$ cat src/rtl/chacha20_header_xor_core_defines.svh
// assertion macros for the chacha20 header xor core
// used by the top level only, no other dependencies
`ifndef CHACHA20_HEADER_XOR_CORE_DEFINES_SVH
`define CHACHA20_HEADER_XOR_CORE_DEFINES_SVH

`ifndef SYNTH
`define CC20HX_ASSERT(name, clk, rst_n, prop) \
  name: assert property (@(posedge clk) disable iff (!rst_n) prop) \
    else $error("cc20hx assertion failed");
`define CC20HX_ASSERT_NR(name, clk, prop) \
  name: assert property (@(posedge clk) prop) \
    else $error("cc20hx assertion failed");
`else
`define CC20HX_ASSERT(name, clk, rst_n, prop)
`define CC20HX_ASSERT_NR(name, clk, prop)
`endif

`endif

$ cat src/rtl/cc20hx_pkg.sv
// shared types, constants and round functions of the chacha20 header xor core
// no dependencies
package cc20hx_pkg;

  localparam int unsigned WordW       = 64;
  localparam int unsigned HdrW        = 4 * WordW;
  localparam int unsigned CfgIdxW     = 3;
  localparam int unsigned NumDblRnds  = 10;
  localparam int unsigned RndCntW     = $clog2(NumDblRnds);

  localparam logic [31:0] Sigma0 = 32'h61707865;
  localparam logic [31:0] Sigma1 = 32'h3320646e;
  localparam logic [31:0] Sigma2 = 32'h79622d32;
  localparam logic [31:0] Sigma3 = 32'h6b206574;

  typedef enum logic [CfgIdxW-1:0] {
    RegKey0      = 3'd0,
    RegKey1      = 3'd1,
    RegKey2      = 3'd2,
    RegKey3      = 3'd3,
    RegNonceLow  = 3'd4,
    RegNonceHigh = 3'd5
  } cfg_reg_e;

  typedef logic [15:0][31:0] blk_t;
  typedef logic [3:0][31:0]  quad_t;

  typedef struct packed {
    logic load_hdr;
    logic init_work;
    logic round_en;
    logic final_en;
    logic load_out;
  } cmd_t;

  typedef struct packed {
    logic need_block;
  } sts_t;

  function automatic logic [31:0] rotl(logic [31:0] x, int unsigned n);
    return (x << n) | (x >> (32 - n));
  endfunction

  // v[0..3] = a, b, c, d
  function automatic quad_t qround(quad_t v);
    logic [31:0] a, b, c, d;
    a = v[0];
    b = v[1];
    c = v[2];
    d = v[3];
    a = a + b; d = rotl(d ^ a, 16);
    c = c + d; b = rotl(b ^ c, 12);
    a = a + b; d = rotl(d ^ a, 8);
    c = c + d; b = rotl(b ^ c, 7);
    return {d, c, b, a};
  endfunction

  function automatic blk_t dround(blk_t s);
    blk_t  t;
    quad_t q;
    t = s;
    for (int i = 0; i < 4; i++) begin
      q = qround({t[12+i], t[8+i], t[4+i], t[i]});
      t[i]    = q[0];
      t[4+i]  = q[1];
      t[8+i]  = q[2];
      t[12+i] = q[3];
    end
    for (int i = 0; i < 4; i++) begin
      q = qround({t[12+((i+3)&3)], t[8+((i+2)&3)], t[4+((i+1)&3)], t[i]});
      t[i]              = q[0];
      t[4+((i+1)&3)]    = q[1];
      t[8+((i+2)&3)]    = q[2];
      t[12+((i+3)&3)]   = q[3];
    end
    return t;
  endfunction

endpackage

$ cat src/rtl/cc20hx_ctrl.sv
// controller fsm of the chacha20 header xor core
// depends on cc20hx_pkg
module cc20hx_ctrl
  import cc20hx_pkg::*;
(
  input  logic clk_i,
  input  logic rst_ni,
  input  logic in_valid_i,
  output logic in_ready_o,
  output logic out_valid_o,
  input  logic out_ready_i,
  output logic cfg_ready_o,
  input  sts_t sts_i,
  output cmd_t cmd_o
);

  typedef enum logic [3:0] {
    StIdle  = 4'b0001,
    StRound = 4'b0010,
    StFinal = 4'b0100,
    StOut   = 4'b1000
  } state_e;

  localparam logic [RndCntW-1:0] RndLast = RndCntW'(NumDblRnds - 1);

  state_e             state_q, state_d;
  logic [RndCntW-1:0] rnd_q, rnd_d;
  logic               out_valid_q, out_valid_d;
  logic               accept;

  assign accept      = in_valid_i & (state_q == StIdle);
  assign in_ready_o  = (state_q == StIdle);
  // a pending header word goes first so a write never lands beside it
  assign cfg_ready_o = (state_q == StIdle) & ~in_valid_i;
  assign out_valid_o = out_valid_q;

  always_comb begin
    state_d = state_q;
    rnd_d   = rnd_q;
    cmd_o   = '0;
    unique case (state_q)
      StIdle: begin
        if (accept) begin
          cmd_o.load_hdr = 1'b1;
          if (sts_i.need_block) begin
            cmd_o.init_work = 1'b1;
            rnd_d           = '0;
            state_d         = StRound;
          end else begin
            state_d = StOut;
          end
        end
      end
      StRound: begin
        cmd_o.round_en = 1'b1;
        if (rnd_q == RndLast) begin
          rnd_d   = '0;
          state_d = StFinal;
        end else begin
          rnd_d = rnd_q + 1'b1;
        end
      end
      StFinal: begin
        cmd_o.final_en = 1'b1;
        state_d        = StOut;
      end
      StOut: begin
        if (!out_valid_q || out_ready_i) begin
          cmd_o.load_out = 1'b1;
          state_d        = StIdle;
        end
      end
      default: state_d = StIdle;
    endcase
  end

  always_comb begin
    out_valid_d = out_valid_q;
    if (cmd_o.load_out) begin
      out_valid_d = 1'b1;
    end else if (out_ready_i) begin
      out_valid_d = 1'b0;
    end
  end

  always_ff @(posedge clk_i or negedge rst_ni) begin
    if (!rst_ni) begin
      state_q     <= StIdle;
      rnd_q       <= '0;
      out_valid_q <= 1'b0;
    end else begin
      state_q     <= state_d;
      rnd_q       <= rnd_d;
      out_valid_q <= out_valid_d;
    end
  end

endmodule

$ cat config.mk
export PLATFORM = sky130hd
export DESIGN_NAME = cc20hx_ctrl
export DESIGN_NICKNAME = d
export VERILOG_FILES = /design/src/rtl/chacha20_header_xor_core_defines.svh /design/src/rtl/cc20hx_pkg.sv /design/src/rtl/cc20hx_ctrl.sv
export SDC_FILE = /design/constraint.sdc
export NUM_CORES = 1
export LEC_CHECK = 0
export ABC_AREA = 1
export BUFFER_PORTS_ARGS = -buffer_cell sky130_fd_sc_hd__buf_2
export CAP_MARGIN = 10
export CORE_AREA = 2 2 39 41
export DETAILED_ROUTE_END_ITERATION = 7
export DIE_AREA = 0 0 41 43
export PLACE_DENSITY = 0.65
export RECOVER_POWER = 25
export SLEW_MARGIN = 20
export SYNTH_ARGS = -nofsm -noshare
export SYNTH_HDL_FRONTEND = slang
export SYNTH_SLANG_ARGS = --single-unit
$ cat constraint.sdc
create_clock -name clk_i -period 2.1 [get_ports clk_i]
set_input_delay 0.21 -clock clk_i [delete_from_list [all_inputs] [get_ports clk_i]]
set_output_delay 0.21 -clock clk_i [all_outputs]
set_load 0.01 [all_outputs]
==> results by group <==
Final layout
  • Layout Cells excl Fill: between 100 and 150
  • Area growth, synth to finish: 19.6%
  • Ant diodes: 0
  • Final #Nets: 97
  • Fillers: approximately 150
  • Share of post-route cells with drive strength above 1: roughly a quarter
  • Final core utilization: between 40% and 50%

Routing
  • Routed vias: approximately 500
  • Drt pass-1 iters: 6
  • Routed Antenna Nets: 0
  • Total wire length: roughly 1000 um
  • Iteration-0 DRC Markers: 6
  • WL per Instance: roughly 10 um
  • Vias/cell: 4.74
  • Post-route DRC: 0

Min path
  • Min-Delay Path Class: in -> reg
  • Hold EP: out_valid_o
  • Min-Delay Path Depth: 2
  • Hold Path Origin: out_ready_i

STA
  • Slew @ Worst Pin: roughly 0.51 ns
  • Setup-failing EPs final: 0
  • Clk_skew: between 0.008 and 0.009 ns
  • Final Max Slew Viols: 0
  • Final hold slack: ~0.16 ns
  • Setup TNS: 0 ns
  • Maximum clock rate: 0.626 GHz
  • Unrepaired setup endpoints after global routing: false
  • Fin. Hold Viols: 0
  • Tcrit/Tclk final: between 70% and 80%
  • Slew margin rel.: about two thirds
  • Min Tclk post-route: 1.60 ns

CTS
  • Clock Path Buffers: 2
  • Post-CTS setup buffers: 0
  • Total CTS buffers: 3
  • Clock Latency Late Sink: 0.26 ns
  • Clock slew at reported path FFs: roughly 0.07 ns
  • Root Buffer: clkbuf_4
  • Clk sinks: 9
  • H-Tree Depth: 1
  • # resized after CTS: 0
  • TritonCTS clock tree: yes

Setup path
  • Worst-case reg-to-reg path depth: 7
  • Critical path startpoint category: register
  • Critical Path Most Common Cell: inv_1
  • Reg-to-Reg End: rnd_q[3]
  • Crit-path slowest cell: dfstp_2
  • CP Launch Point: state_q[0]
  • Crit path largest cell delay: 0.55 ns
  • CP Cell Sequence: inv_1 > nor2_2 > nand3_2 > inv_1 > buf_2
  • WS Path Type: reg -> out
  • Crit path DAT: roughly 1.4 ns
  • RR Startpoint: state_q[0]
  • R2R Setup Slk: 0.83 ns
  • CP max FO: 4
  • CP required: between 1.5 and 2 ns
  • CP Capture Type: primary output

Synth
  • Cells after synthesis: between 70 and 80
  • Ys async rst share: between 90% and 100%
  • Seq/Total Area, Yosys: 41.2%
  • Synthesized cell area: between 500 and 600 um2
  • Ys Warns: 0
  • Cell taking the most area after synthesis: dfrtp_1
  • Synth Register Bits: 9
  • Synth cell types: 18
  • Syn_area_per_cell: 7.52 um2
  • Main synth FF type: dfrtp_1
  • Synthesized Nets: 80
  • Area contributors post-synth: dfrtp_1, nand2_1, inv_1
  • Top cells by count, synth: nand2_1, inv_1, dfrtp_1, nor2_1, nand3_1
  • Post-synth EDFFs: 0
  • Most common cell in the synthesized netlist: nand2_1
  • Post-synth top area share: between 30% and 40%

Die
  • Initial Util: 39.7%
  • Io pins: 13
  • Core ar.: approximately 1400 um2
  • Width of the die: approximately 41 um
  • Rows: 14
  • Die ar.: around 1800 um2
  • Chip Height: roughly 43 um

Global routing
  • First-pass GRT wire length: 1840 um
  • Vias in the first global route: 466
  • Overflow after GRT: 0
  • Initial antenna violation count: 0
  • Overall routing resource usage: 15.6%
  • Pin count of the biggest net entering global routing: 10

Pwr
  • Power density over cell area: around 1200 nW/um2
  • VDD IR max: just under 0.6 mV
  • Static Leak: 0.397 nW

Placed design
  • Port Buffers: 12
  • RePlAce Congestion: 0.658
  • DP Wirelength: 838 um
  • Post-placement cell count: 100

Flow run
  • Max-Cap Viols: 0

Run status
  • Status: finished clean
[critical path: cells and delay by family (launching register included)]
kind | cells | cell delay, ns
simple gates | 2 | 0.31
buf+inv | 3 | 0.27
flops | 1 | 0.55
[timing repair]
action / CTS / global route
endpoints found under the setup margin: 0 / 0
hold buffers: 1 / 0
endpoints found under the hold margin: 8 / 0
[worst max path at each step]
stage | to | slack [ns] | cells past startpoint
5_1_grt | cfg_ready_o | 0.41 | 5
4_1_cts | cfg_ready_o | 0.49 | 5
6_report | cfg_ready_o | 0.50 | 5
3_5_place_dp | cfg_ready_o | 0.78 | 5
2_1_floorplan | cmd_o[3] | 0.89 | 4
3_3_place_gp | cfg_ready_o | 0.80 | 5
[where the power goes]
group | switching, mW | total, mW | internal, mW
clock network | 0.0599 | 0.133 | 0.0731
logic | 0.225 | 0.358 | 0.133
registers | 0.0480 | 0.281 | 0.233
total | 0.333 | 0.772 | 0.439
[flip-flops by register name (all words and copies together), names as in the netlist]
signal / flops
out_valid_o: 1
rnd_q: 4
state_q: 4
[cell usage in the layout, fill, tap and decap left out, drive strengths merged]
cell,count
nand2,18
inv,13
buf,11
nor2,11
nand3,10
dfrtp,8
clkbuf,5
o21ai,4
or2,2
ha,2
clkinv,1
nor3,1
xor2,1
dlygate4sd3,1
dfstp,1
[layer usage]
| metal | GRT usage (%) | wire (um) | up-vias |
|---|---|---|---|
| met2 | 23.1 | 520 | 11 |
| met3 | 3.14 | 42 | 2 |
| met5 | 0 | 0 | - |
| met4 | 10.0 | 16 | 0 |
| met1 | 19.5 | 465 | 231 |
| li1 | - | - | 254 |
[cell type report]
class                   instances  area [um2]  area share [%]
clock buffers                   4        26.3            4.00
repair buffers                 13        68.8            10.5
multi-input cells              49         263            40.0
inverters                      14        52.6            8.00
flip-flops and latches          9         226            34.5
well taps                      16        20.0            3.05
[logic make-up (layout without fill, tap and decap cells)]
family	after synthesis	after routing	synth area share [%]
DFF	9	9	41.2
AOI/OAI and AO/OA	4	4	3.64
and+or+nand+nor	42	42	38.0
xor gates and xnor gates	1	1	1.59
adders and majority gates	2	2	4.56
buffers and inverters	15	31	10.9
[metrics by stage]
stage / setup WS [ns] / power, mW / instance area, um2
3_5_place_dp: 0.785 / 0.646 / 622
4_1_cts: 0.494 / 0.785 / 658
2_1_floorplan: 0.887 / 0.543 / 549
5_1_grt: 0.410 / 0.849 / 657
6_report: 0.504 / 0.772 / 657
3_3_place_gp: 0.802 / 0.637 / 622
Power figures use the tool's default switching activity.
